[src/sv/pbrle_pkg.sv]
// ----------------------------------------------------------------------------
// PackBits RLE segment decoder package
// Shared widths, codes and the result descriptor type.
// ----------------------------------------------------------------------------
`default_nettype none

package pbrle_pkg;

  localparam int unsigned PosBits  = 24;
  localparam int unsigned OposBits = PosBits + 1;
  localparam int unsigned SumBits  = OposBits + 1;
  localparam int unsigned CntBits  = 25;
  localparam int unsigned CfgBits  = 25;
  localparam int unsigned StrideBits = 8;
  localparam int unsigned ByteBits = 8;
  localparam int unsigned ProdBits = 2 * ByteBits;
  localparam int unsigned CmpBits  = (SumBits > CntBits + 1) ? SumBits : CntBits + 1;

  localparam logic [CntBits-1:0]  CntMax  = '1;
  localparam logic [ByteBits-1:0] CtrlNop = 8'h80;

  typedef enum logic [1:0] {
    CFG_SEGMENT_LENGTH = 2'd0,
    CFG_OUT_LENGTH     = 2'd1,
    CFG_START_POSITION = 2'd2,
    CFG_STRIDE         = 2'd3
  } cfg_reg_e;

  typedef enum logic [1:0] {
    PH_CONTROL = 2'd0,
    PH_LITERAL = 2'd1,
    PH_REPEAT  = 2'd2,
    PH_HALTED  = 2'd3
  } phase_e;

  typedef enum logic [1:0] {
    ST_OK      = 2'd0,
    ST_SEG_END = 2'd1,
    ST_OUT_END = 2'd2,
    ST_HALTED  = 2'd3
  } status_e;

  typedef struct packed {
    logic                write_valid;
    logic [ByteBits-1:0] value;
    logic [PosBits-1:0]  first_position;
    logic [ByteBits-1:0] burst_count;
    status_e             status;
    logic                finished;
  } result_t;

endpackage

`default_nettype wire

[src/sv/pbrle_result_buf.sv]
// ----------------------------------------------------------------------------
// PackBits RLE result buffer
// Two-entry result queue that decouples the decode stage from the output.
// ----------------------------------------------------------------------------
`default_nettype none

module pbrle_result_buf (
  input  logic              clk_i,
  input  logic              rst_ni,
  input  logic              push_i,
  input  pbrle_pkg::result_t push_data_i,
  output logic              ready_o,
  output logic              valid_o,
  input  logic              pop_i,
  output pbrle_pkg::result_t pop_data_o
);

  pbrle_pkg::result_t head_q, head_d;
  pbrle_pkg::result_t tail_q, tail_d;
  logic               head_vld_q, head_vld_d;
  logic               tail_vld_q, tail_vld_d;
  logic               pop;

  assign ready_o    = !tail_vld_q;
  assign valid_o    = head_vld_q;
  assign pop_data_o = head_q;
  assign pop        = head_vld_q && pop_i;

  always_comb begin
    head_d     = head_q;
    tail_d     = tail_q;
    head_vld_d = head_vld_q;
    tail_vld_d = tail_vld_q;
    if (pop) begin
      if (tail_vld_q) begin
        head_d     = tail_q;
        tail_vld_d = 1'b0;
      end else begin
        head_d     = push_data_i;
        head_vld_d = push_i;
      end
    end else if (push_i) begin
      if (!head_vld_q) begin
        head_d     = push_data_i;
        head_vld_d = 1'b1;
      end else begin
        tail_d     = push_data_i;
        tail_vld_d = 1'b1;
      end
    end
  end

  always_ff @(posedge clk_i or negedge rst_ni) begin
    if (!rst_ni) begin
      head_vld_q <= 1'b0;
      tail_vld_q <= 1'b0;
    end else begin
      head_vld_q <= head_vld_d;
      tail_vld_q <= tail_vld_d;
    end
  end

  always_ff @(posedge clk_i) begin
    head_q <= head_d;
    tail_q <= tail_d;
  end

endmodule

`default_nettype wire

[src/sv/packbits_rle_segment_decoder.sv]
// ----------------------------------------------------------------------------
// PackBits RLE segment decoder
// Decodes one encoded byte per transfer into one strided write burst result.
// ----------------------------------------------------------------------------
//  channel | direction | handshake               | payload
//  cfg     | in        | cfg_we_i                | cfg_addr_i, cfg_wdata_i
//  in      | in        | in_valid_i / in_ready_o | data_byte_i
//  out     | out       | out_valid_o/out_ready_i | write_valid_o .. finished_o
//
//  One byte per cycle while the result queue has room; each result is registered.
//  The decode state updates on each transfer from the byte and the state,
//  one shared 8x8 multiply sets the path to the result register.
//  A two-entry result queue keeps the input open while one result waits.
//  Reset loads register defaults and the control phase; no clearing pass.
// ----------------------------------------------------------------------------
`default_nettype none

module packbits_rle_segment_decoder (
  input  logic                              clk_i,
  input  logic                              rst_ni,
  input  logic                              cfg_we_i,
  input  logic [1:0]                        cfg_addr_i,
  input  logic [pbrle_pkg::CfgBits-1:0]     cfg_wdata_i,
  input  logic                              in_valid_i,
  output logic                              in_ready_o,
  input  logic [pbrle_pkg::ByteBits-1:0]    data_byte_i,
  output logic                              out_valid_o,
  input  logic                              out_ready_i,
  output logic                              write_valid_o,
  output logic [pbrle_pkg::ByteBits-1:0]    value_o,
  output logic [pbrle_pkg::PosBits-1:0]     first_position_o,
  output logic [pbrle_pkg::ByteBits-1:0]    burst_count_o,
  output logic [1:0]                        status_o,
  output logic                              finished_o
);

  logic [pbrle_pkg::CntBits-1:0]    seg_len_q;
  logic [pbrle_pkg::CntBits-1:0]    out_len_q;
  logic [pbrle_pkg::PosBits-1:0]    start_pos_q;
  logic [pbrle_pkg::StrideBits-1:0] stride_q;

  pbrle_pkg::phase_e                phase_q, phase_d;
  logic [pbrle_pkg::ByteBits-1:0]   lit_rem_q, lit_rem_d;
  logic [pbrle_pkg::ByteBits-1:0]   rep_cnt_q, rep_cnt_d;
  logic [pbrle_pkg::OposBits-1:0]   opos_q, opos_d;
  logic [pbrle_pkg::CntBits-1:0]    bc_q, bc_d;

  logic                             push;
  pbrle_pkg::result_t               res_d;
  pbrle_pkg::result_t               res_out;

  logic [pbrle_pkg::OposBits-1:0]   opos;
  logic                             beyond;
  logic [pbrle_pkg::CntBits-1:0]    bc_inc;
  logic [pbrle_pkg::CntBits-1:0]    seg_rem;
  logic                             run_end;
  pbrle_pkg::phase_e                end_phase;
  logic [pbrle_pkg::ByteBits-2:0]   b_nm1;
  logic [pbrle_pkg::ByteBits-1:0]   n_lit;
  logic [pbrle_pkg::ByteBits-1:0]   n_rep;
  logic [pbrle_pkg::ByteBits-1:0]   mul_a;
  logic [pbrle_pkg::ProdBits-1:0]   prod;
  logic [pbrle_pkg::SumBits-1:0]    pos_sum;
  logic                             out_over;
  logic                             opos_full;
  logic                             lit_short;
  logic [pbrle_pkg::ByteBits-1:0]   lit_dec;
  logic                             is_ctrl_lit;
  logic                             is_ctrl_nop;

  // configuration registers
  always_ff @(posedge clk_i or negedge rst_ni) begin
    if (!rst_ni) begin
      seg_len_q   <= '0;
      out_len_q   <= '0;
      start_pos_q <= '0;
      stride_q    <= pbrle_pkg::StrideBits'(1);
    end else if (cfg_we_i) begin
      unique case (pbrle_pkg::cfg_reg_e'(cfg_addr_i))
        pbrle_pkg::CFG_SEGMENT_LENGTH: seg_len_q   <= cfg_wdata_i[pbrle_pkg::CntBits-1:0];
        pbrle_pkg::CFG_OUT_LENGTH:     out_len_q   <= cfg_wdata_i[pbrle_pkg::CntBits-1:0];
        pbrle_pkg::CFG_START_POSITION: start_pos_q <= cfg_wdata_i[pbrle_pkg::PosBits-1:0];
        pbrle_pkg::CFG_STRIDE:         stride_q    <= cfg_wdata_i[pbrle_pkg::StrideBits-1:0];
        default: ;
      endcase
    end
  end

  assign push = in_valid_i && in_ready_o;

  // shared decode terms
  assign opos    = (bc_q == '0) ? {1'b0, start_pos_q} : opos_q;
  assign beyond  = bc_q >= seg_len_q;
  assign bc_inc  = (bc_q == pbrle_pkg::CntMax) ? bc_q : bc_q + pbrle_pkg::CntBits'(1);
  assign seg_rem = seg_len_q - bc_inc;
  assign run_end = ({1'b0, bc_inc} + (pbrle_pkg::CntBits + 1)'(1)) >= {1'b0, seg_len_q};
  assign end_phase = run_end ? pbrle_pkg::PH_HALTED : pbrle_pkg::PH_CONTROL;

  assign is_ctrl_lit = !data_byte_i[pbrle_pkg::ByteBits-1];
  assign is_ctrl_nop = data_byte_i == pbrle_pkg::CtrlNop;
  assign b_nm1 = is_ctrl_lit ? data_byte_i[pbrle_pkg::ByteBits-2:0]
                             : (pbrle_pkg::ByteBits-1)'(0) - data_byte_i[pbrle_pkg::ByteBits-2:0];
  assign n_lit = {1'b0, data_byte_i[pbrle_pkg::ByteBits-2:0]} + pbrle_pkg::ByteBits'(1);
  assign n_rep = {1'b0, b_nm1} + pbrle_pkg::ByteBits'(1);

  always_comb begin
    unique case (phase_q)
      pbrle_pkg::PH_REPEAT:  mul_a = rep_cnt_q;
      pbrle_pkg::PH_LITERAL: mul_a = pbrle_pkg::ByteBits'(1);
      default:               mul_a = {1'b0, b_nm1};
    endcase
  end

  assign prod      = mul_a * stride_q;
  assign pos_sum   = {1'b0, opos} + pbrle_pkg::SumBits'(prod);
  assign out_over  = pbrle_pkg::CmpBits'(pos_sum) >= pbrle_pkg::CmpBits'(out_len_q);
  assign opos_full = pbrle_pkg::CmpBits'(opos) >= pbrle_pkg::CmpBits'(out_len_q);
  assign lit_short = seg_rem < pbrle_pkg::CntBits'(n_lit);
  assign lit_dec   = (lit_rem_q != '0) ? lit_rem_q - pbrle_pkg::ByteBits'(1) : lit_rem_q;

  // next state
  always_comb begin
    phase_d   = phase_q;
    lit_rem_d = lit_rem_q;
    rep_cnt_d = rep_cnt_q;
    opos_d    = opos;
    bc_d      = bc_inc;
    unique case (phase_q)
      pbrle_pkg::PH_CONTROL: begin
        if (beyond || opos_full) begin
          phase_d = pbrle_pkg::PH_HALTED;
        end else if (is_ctrl_lit) begin
          if (lit_short || out_over) begin
            phase_d = pbrle_pkg::PH_HALTED;
          end else begin
            lit_rem_d = n_lit;
            phase_d   = pbrle_pkg::PH_LITERAL;
          end
        end else if (is_ctrl_nop) begin
          phase_d = end_phase;
        end else begin
          if (out_over || seg_rem == '0) begin
            phase_d = pbrle_pkg::PH_HALTED;
          end else begin
            rep_cnt_d = n_rep;
            phase_d   = pbrle_pkg::PH_REPEAT;
          end
        end
      end
      pbrle_pkg::PH_LITERAL: begin
        if (beyond) begin
          phase_d = pbrle_pkg::PH_HALTED;
        end else begin
          opos_d    = pos_sum[pbrle_pkg::OposBits-1:0];
          lit_rem_d = lit_dec;
          if (lit_dec == '0) begin
            phase_d = end_phase;
          end
        end
      end
      pbrle_pkg::PH_REPEAT: begin
        if (beyond) begin
          phase_d = pbrle_pkg::PH_HALTED;
        end else begin
          opos_d    = pos_sum[pbrle_pkg::OposBits-1:0];
          rep_cnt_d = '0;
          phase_d   = end_phase;
        end
      end
      default: ;
    endcase
  end

  // result
  always_comb begin
    res_d                = '0;
    res_d.status         = pbrle_pkg::ST_OK;
    res_d.finished       = !beyond && (bc_inc == seg_len_q);
    unique case (phase_q)
      pbrle_pkg::PH_CONTROL: begin
        if (beyond || opos_full) begin
          res_d.status = pbrle_pkg::ST_HALTED;
        end else if (is_ctrl_lit) begin
          if (lit_short) begin
            res_d.status = pbrle_pkg::ST_SEG_END;
          end else if (out_over) begin
            res_d.status = pbrle_pkg::ST_OUT_END;
          end
        end else if (!is_ctrl_nop) begin
          if (out_over) begin
            res_d.status = pbrle_pkg::ST_OUT_END;
          end else if (seg_rem == '0) begin
            res_d.status = pbrle_pkg::ST_SEG_END;
          end
        end
      end
      pbrle_pkg::PH_LITERAL, pbrle_pkg::PH_REPEAT: begin
        if (beyond) begin
          res_d.status = pbrle_pkg::ST_HALTED;
        end else begin
          res_d.write_valid    = 1'b1;
          res_d.value          = data_byte_i;
          res_d.first_position = opos[pbrle_pkg::PosBits-1:0];
          res_d.burst_count    = (phase_q == pbrle_pkg::PH_REPEAT) ? rep_cnt_q
                                                                  : pbrle_pkg::ByteBits'(1);
        end
      end
      default: begin
        res_d.status = pbrle_pkg::ST_HALTED;
      end
    endcase
  end

  always_ff @(posedge clk_i or negedge rst_ni) begin
    if (!rst_ni) begin
      phase_q   <= pbrle_pkg::PH_CONTROL;
      lit_rem_q <= '0;
      rep_cnt_q <= '0;
      opos_q    <= '0;
      bc_q      <= '0;
    end else if (push) begin
      phase_q   <= phase_d;
      lit_rem_q <= lit_rem_d;
      rep_cnt_q <= rep_cnt_d;
      opos_q    <= opos_d;
      bc_q      <= bc_d;
    end
  end

  pbrle_result_buf u_result_buf (
    .clk_i       (clk_i),
    .rst_ni      (rst_ni),
    .push_i      (push),
    .push_data_i (res_d),
    .ready_o     (in_ready_o),
    .valid_o     (out_valid_o),
    .pop_i       (out_ready_i),
    .pop_data_o  (res_out)
  );

  assign write_valid_o    = res_out.write_valid;
  assign value_o          = res_out.value;
  assign first_position_o = res_out.first_position;
  assign burst_count_o    = res_out.burst_count;
  assign status_o         = res_out.status;
  assign finished_o       = res_out.finished;

`ifndef SYNTHESIS
  a_halt_sticky: assert property (@(posedge clk_i) disable iff (!rst_ni)
    phase_q == pbrle_pkg::PH_HALTED |=> phase_q == pbrle_pkg::PH_HALTED)
    else $error("decoder left halted phase");

  a_write_ok: assert property (@(posedge clk_i) disable iff (!rst_ni)
    push && res_d.write_valid |-> res_d.status == pbrle_pkg::ST_OK)
    else $error("write burst carries error status");

  a_stall_has_result: assert property (@(posedge clk_i) disable iff (!rst_ni)
    !in_ready_o |-> out_valid_o)
    else $error("input stalled with no pending result");

  a_count_advance: assert property (@(posedge clk_i) disable iff (!rst_ni)
    push && bc_q != pbrle_pkg::CntMax |=> bc_q == $past(bc_q) + pbrle_pkg::CntBits'(1))
    else $error("byte count did not advance on transfer");
`endif

endmodule

`default_nettype wire

[config.mk]
export PLATFORM = sky130hd
export DESIGN_NAME = packbits_rle_segment_decoder
export DESIGN_NICKNAME = d
export VERILOG_FILES = /design/src/sv/pbrle_pkg.sv /design/src/sv/pbrle_result_buf.sv /design/src/sv/packbits_rle_segment_decoder.sv
export SDC_FILE = /design/constraint.sdc
export NUM_CORES = 1
export LEC_CHECK = 0
export BUFFER_PORTS_ARGS = -buffer_cell sky130_fd_sc_hd__buf_2
export CORE_MARGIN = 2
export CORE_UTILIZATION = 30
export DETAILED_ROUTE_END_ITERATION = 8
export HOLD_SLACK_MARGIN = 0.15
export PLACE_DENSITY = 0.42
export SLEW_MARGIN = 20
export SYNTH_ARGS = -nofsm -noshare
export SYNTH_HDL_FRONTEND = slang
export SYNTH_SLANG_ARGS = --single-unit
[constraint.sdc]
create_clock -name clk_i -period 28.5 [get_ports clk_i]
set_input_delay 0 -clock clk_i [delete_from_list [all_inputs] [get_ports clk_i]]
set_output_delay 0 -clock clk_i [all_outputs]
set_load 0.02 [all_outputs]
==> results of run 1 <==
## placed cells by master (no fill, tap or decap), types with 29 or more instances in the layout
cell type / count
nand4_1: 32
dfrtp_1: 151
dlygate4sd3_1: 44
mux2_2: 73
nand3_1: 50
a21o_1: 32
o31ai_1: 35
a21oi_1: 90
nand2_1: 174
clkbuf_16: 29
nor2_1: 126
ha_1: 185
edfxtp_1: 88
and3_1: 40
mux2i_1: 29
xnor2_1: 75
buf_2: 84
nor3_1: 29
and2_1: 33
inv_1: 160
xor2_1: 41
o21ai_0: 106
fa_1: 51
## worst reg2reg max path, delay by kind of cell (launching register included)
family	cells	cell delay, ps
multiplexers	1	520
AO/OA/AOI/OAI	14	3840
buffers and inverters	4	710
AND/OR/NAND/NOR	7	2370
XOR/XNOR	1	80
flip-flops	1	500
adder cells (fa/ha/maj)	6	2220
## how the worst max path moves through the flow
stage,endpoint,cells after the start,slack [ps],startpoint
CTS,lit_rem_q[0],33,18230,bc_q[14]
global route,lit_rem_q[0],33,17540,bc_q[12]
floorplan,lit_rem_q[0],36,19500,bc_q[0]
detailed placement,lit_rem_q[0],33,18290,bc_q[14]
global placement,lit_rem_q[0],33,18320,bc_q[14]
finish,lit_rem_q[0],33,18140,bc_q[14]
## cell type report
| type | count | area [µm²] | share of cell area (%) |
|---|---|---|---|
| Clock buffer | 35 | 788 | 3.71 |
| Sequential cell | 240 | 6450 | 30.3 |
| Tap cell | 782 | 978 | 4.60 |
| Timing Repair Buffer | 150 | 1050 | 4.94 |
| Antenna cell | 1 | 2.50 | 0.0118 |
| Clock inverter | 19 | 233 | 1.09 |
| Inverter | 162 | 608 | 2.86 |
| Multi-Input combinational cell | 1461 | 11200 | 52.5 |
## logic make-up after synthesis
kind of cell,after synthesis
fa+ha+maj,236
xor+xnor,116
flops,240
compound gates,410
buf+inv,233
simple gates,596
mux,103
## registers in the layout, indices dropped and copies added, names as in the netlist
name and flops:
seg_len_q 25, rep_cnt_q 8, stride_q 8, u_result_buf.tail_vld_q 1, u_result_buf.valid_o 1, phase_q 2
opos_q 25, bc_q 25, start_pos_q 24, lit_rem_q 8, u_result_buf.tail_q 44, u_result_buf.pop_data_o 44
out_len_q 25
## where the power goes
part           internal [mW]  switching (mW)  total, mW
Clock                  0.235           0.161      0.396
Combinational          0.760            1.18       1.94
Sequential             0.469          0.0591      0.528
Total                   1.46            1.40       2.86
## layer usage
metal / vias to the layer above / share of wire [%] / track usage (%)
li1: 7104 / - / -
met1: 7191 / 51 / 27.8
met2: 307 / 43 / 27.9
met3: 46 / 4.3 / 2.06
met4: 0 / 1.9 / 3.60
met5: - / 0 / 0
## per-stage QoR
stage,setup slack [ps],area [µm²]
4_1_cts,18230,21300
3_5_place_dp,18290,19800
6_report,18140,21300
3_3_place_gp,18320,19800
2_1_floorplan,19500,18500
5_1_grt,17540,21300
## what timing repair did
item	4_1_cts	5_1_grt
hold endpoints to repair	272	0
hold buffers	45	0
setup buffers	0	0
==> impl_metrics.yaml, run 1 <==
synthesis:
  synth.top_cell.area_share_pct: 20.5
  mean_area_per_synthesized_cell_um2: 9.55
  synth_top_family_by_area: "adder cells"
  post-synth-top-count-cell: "ha_1"
  postSynthNetCount: 2210
  postSynthRegisterBits: 240
  synth_simple_gate_area_share_pct: 16.1
  postSynth.asyncResetShare_pct: 63.3
  synth_fa_ha_area_share_pct: 18.1
  synthFlopType: "dfrtp_1"
  yosys.cell_types.count: 87
  synth_largest_area_cell: "dfrtp_1"
  synth_xor_xnor_area_share_pct: 5.50
  postSynthCellCount: 1934
  synth-edff-count: 88
  synth.yosys.seq_area_share_pct: 34.9
  top_cells_by_instance_count_after_synthesis: "ha_1, nand2_1, inv_1, dfrtp_1, nor2_1"
  syn-cell-area_um2: 18500
  synth.area.mux_share_pct: 6.08
  synth-compound-area-share_pct: 14.5
  cell_types_with_the_largest_area_share_after_synthesis: "dfrtp_1, edfxtp_1, ha_1, fa_1, mux2_2"
  synth_warnings: 0
placement:
  gpl.final_weighted_congestion: 0.856
  hpwlAfterDp_um: 44600
  dp.cells: 2750
  port_buffers: 85
drt:
  drcViolationCount: 0
  route.vias.total: 14648
  initialDrtViolationCount: 1021
  routed_wl_um: 57900
  wire_per_inst_um: 20.3
  postRouteAntennaNets: 0
  via_density: 5.14
  drtPass1Iterations: 5
sta:
  fin_skew_ps: 16.4
  clock.fmax_ghz: 0.0965
  final-hold-violation-count: 0
  slew_headroom_pct: 27.1
  grt_setup_unrepaired: "no"
  finalCritPeriodShare_pct: 36.4
  finalCriticalPeriod_ps: 10360
  finalMaxSlewViolations: 0
  report.final.setup_viol: 0
  final.setup.tns_ps: 0
  tightestPinTransition_ps: 1060
  fin_hold_ws_ps: 194
global_route:
  number_of_global_route_vias_before_repair: 14610
  globalRouteOverflowTotal: 0
  global_route.usage.total_pct: 18.3
  grt_start_max_net_pins: 73
  antenna_found_initial: 3
  grt_pass1_wl_um: 89800
clock_tree:
  clock-root-buffer: "clkbuf_16"
  tritoncts.num_buffers: 29
  clkSlewWorstSetupHoldPaths_ps: 70
  clkLatencyLatePin_ps: 580
  cts_tree: "done"
  cts_max_path_buffers: 3
  postCtsResizedCells: 0
  htree_num_levels: 1
  cts.sink_count: 240
critical_path:
  worstSetupStartpointType: "flop"
  worst_path_max_delay_cell: "nor4_1"
  worstSetupEndpointType: "flop"
  critical_path.reg2reg.endpoint: "lit_rem_q[0]"
  cp.arrival_ps: 10830
  max_stage_delay_ps: 740
  r2r_cells: 33
  kind_of_cell_with_the_highest_combined_delay_on_the_critical_path: "compound AO/OA/AOI/OAI gates"
  rrSetupSlack_ps: 18140
  worst-endpoint-required_ps: 28970
  timing.critical_path.buf_inv: 4
  critical_path.reg2reg.startpoint: "bc_q[14]"
  critPathKind: "reg -> reg"
  crit_path_max_fanout: 30
floorplanning:
  die_x_um: 252
  die-area_um2: 63600
  dieHeight_um: 252
  placementRows: 90
  initial_utilization_pct: 30.5
  core_area_um2: 60600
  io_pins: 86
cells_and_area:
  post_route_cells_drive_above_1_share_pct: 12.8
  syn2layout_area_growth_pct: 15.1
  num-nets-final: 2320
  layout.cells.non_filler: 2850
  n_fill_cell: 6211
  finish.utilization_pct: 35.1
min_path:
  hold_path.class: "in -> reg"
  hold_path_end: "out_len_q[24]"
  hold_path.startpoint: "cfg_addr_i[0]"
  hold-path-cell-count: 4
power_and_ir_drop:
  p_per_area_nw_per_um2: 135
  power.leakage_nw: 9.49
  total_power_mw: 2.86
  peak_supply_drop_v: 0.000161
flow_run:
  cap_viol_max_count: 0
outcome:
  run_status: "completed"
Note: power is estimated with default switching activity, not from simulation.
==> run 2, diff against run 1 <==
Clock period 28.5 ns to 10.22 ns, I/O delays scaled along.
==> run 2 against run 1 <==
  * First-iteration DRC count is 9.3% lower
  * Flip-flop and latch count did not move
  * Sequential share of layout area is 0.13 points lower
  * Via count is 0.44% higher
  * Worst setup slack lost 18000 ps
  * Count of clock-buffer cells in the layout rose by 6
  * Combinational power increased to 2.8 times the previous value
  * Total power grew to 2.8 times the previous value
  * Final cell count rose by 0.63%
  * Hold slack improved by 24 ps
  * Core utilization up 0.15 points
  * Global-route usage up 0.22 points
  * Critical path type unchanged
  * Critical endpoint is now phase_q[0]
==> impl_metrics.yaml, run 2 (synthesis gave the netlist of run 1 again) <==
global_route:
  global_route.usage.total_pct: 18.5
  gr-usage-met2_pct: 28.8
  antenna_found_initial: 1
  met3_layer_usage_reported_by_global_route_pct: 2.27
  grt_start_max_net_pins: 73
  number_of_global_route_vias_before_repair: 15055
  globalRouteOverflowTotal: 0
  grt_max_usage_layer: "met2"
  grt_pass1_wl_um: 90900
  gr-usage-met1_pct: 26.8
placement:
  hpwlAfterDp_um: 45400
  gpl.final_weighted_congestion: 0.872
  port_buffers: 85
  placedInstanceArea_um2: 19900
critical_path:
  crit_path_max_fanout: 7
  worst_path_max_delay_cell: "dlygate4sd3_1"
  critical_path.reg2reg.startpoint: "bc_q[0]"
  max_stage_delay_ps: 590
  rrSetupSlack_ps: 580
  worstSetupEndpointType: "flop"
  crit_path_frequent_cell: "ha_1"
  critPathKind: "reg -> reg"
  worstSetupStartpointType: "flop"
  worst-endpoint-required_ps: 10690
  critical_path.reg2reg.endpoint: "phase_q[0]"
  r2r_cells: 35
  cp.arrival_ps: 10110
sta:
  slew_headroom_pct: 20.6
  final-hold-violation-count: 0
  grt_setup_unrepaired: "no"
  finalCriticalPeriod_ps: 9640
  final.setup.tns_ps: 0
  fin_skew_ps: 28.7
  finalCritPeriodShare_pct: 94.3
  clock.fmax_ghz: 0.104
  tightestPinTransition_ps: 1160
  report.final.setup_viol: 0
  finalMaxSlewViolations: 0
floorplanning:
  dieHeight_um: 252
  core_area_um2: 60600
  initial_utilization_pct: 30.5
  placementRows: 90
  die_x_um: 252
  die-area_um2: 63600
  io_pins: 86
drt:
  drtPass1Iterations: 5
  postRouteAntennaNets: 0
  route.vias.total: 14712
  routed_wl_um: 58700
  via_density: 5.13
  drcViolationCount: 0
  wire_per_inst_um: 20.5
  initialDrtViolationCount: 926
clock_tree:
  clkLatencyLatePin_ps: 600
  clkSlewWorstSetupHoldPaths_ps: 70
  cts.sink_count: 240
  clock-root-buffer: "clkbuf_16"
  htree_num_levels: 1
  cts_max_path_buffers: 3
  cts_tree: "done"
  tritoncts.num_buffers: 29
cells_and_area:
  layout_common_cells: "ha_1, nand2_1, inv_1"
  n_fill_cell: 6218
  fin_area_um2: 21400
  num-nets-final: 2338
  syn2layout_area_growth_pct: 15.6
  post_route_cells_drive_above_1_share_pct: 12.9
  layout.cells.most_common: "ha_1"
min_path:
  hold_path.class: "in -> reg"
  hold-path-cell-count: 3
  hold_path.startpoint: "cfg_wdata_i[24]"
  hold_path_end: "out_len_q[24]"
power_and_ir_drop:
  p_per_area_nw_per_um2: 370
  power.leakage_nw: 9.54
  total_power_mw: 7.89
  peak_supply_drop_v: 0.000375
outcome:
  run_status: "completed"
flow_run:
  cap_viol_max_count: 0
[run 2: cell count changes in the layout (fill, tap and decap cells not counted), sizes merged]
cell         before  now
buf             106  120
bufinv            4    3
clkinv           10    9
inv             162  161
clkinvlp          5    2
clkbuf           35   41
dlygate4sd3      44   48
[run 2: area by class of cell]
type	count	area, µm²	share of cell area (%)
Multi-Input combinational cell	1461	11200	52.3
Sequential cell	240	6450	30.2
Timing Repair Buffer	168	1210	5.65
Tap cell	782	978	4.58
Clock buffer	41	791	3.70
Inverter	162	608	2.85
Clock inverter	13	158	0.738
Antenna cell	1	2.50	0.0117
[run 2: worst max path at each step]
stage               cells past startpoint  slack [ps]           end     from
floorplan                              36        1220  lit_rem_q[0]  bc_q[0]
global placement                       35         470  lit_rem_q[0]  bc_q[0]
detailed placement                     37         320  lit_rem_q[0]  bc_q[0]
CTS                                    35         190    phase_q[0]  bc_q[0]
global route                           36          50    phase_q[0]  bc_q[0]
finish                                 35         580    phase_q[0]  bc_q[0]
[run 2: power breakdown]
group	total (mW)	internal, mW	switching, mW
clock network	1.05	0.615	0.438
registers	1.48	1.31	0.168
logic	5.36	2.13	3.24
[run 2: worst max-delay path, delay by kind of cell (launching register included)]
| family | cells | cell delay [ps] |
|---|---|---|
| AO/OA/AOI/OAI | 12 | 3340 |
| multiplexers | 1 | 330 |
| adder cells (fa/ha/maj) | 8 | 2590 |
| buffers and inverters | 7 | 1270 |
| AND/OR/NAND/NOR | 6 | 1320 |
| XOR/XNOR | 1 | 190 |
| flip-flops | 1 | 450 |
[run 2: layer usage]
metal  vias up  part of all wire [%]
met5         -                     0
met4         0                   2.6
met3        63                   3.6
met2       267                    44
met1      7236                    49
li1       7146                     -
[run 2: what timing repair did]
item | in CTS | in global routing
endpoints found under the hold margin | 228 | 0
buffers inserted | 0 | 3
resized for setup | 0 | 2
hold buffers | 49 | 0
setup endpoints to repair | 0 | 20
[run 2: stage by stage]
| stage | worst slack, ps | util, % | cells | hold slack, ps |
|---|---|---|---|---|
| floorplan | 1220 | - | 1934 | -296 |
| global placement | 474 | 32.8 | 2761 | -24.6 |
| detailed placement | 321 | 32.8 | 2761 | -29.6 |
| CTS | 188 | 35.2 | 2864 | 179 |
| global route | 49.8 | 35.2 | 2867 | 220 |
| finish | 580 | 35.3 | 2868 | 218 |
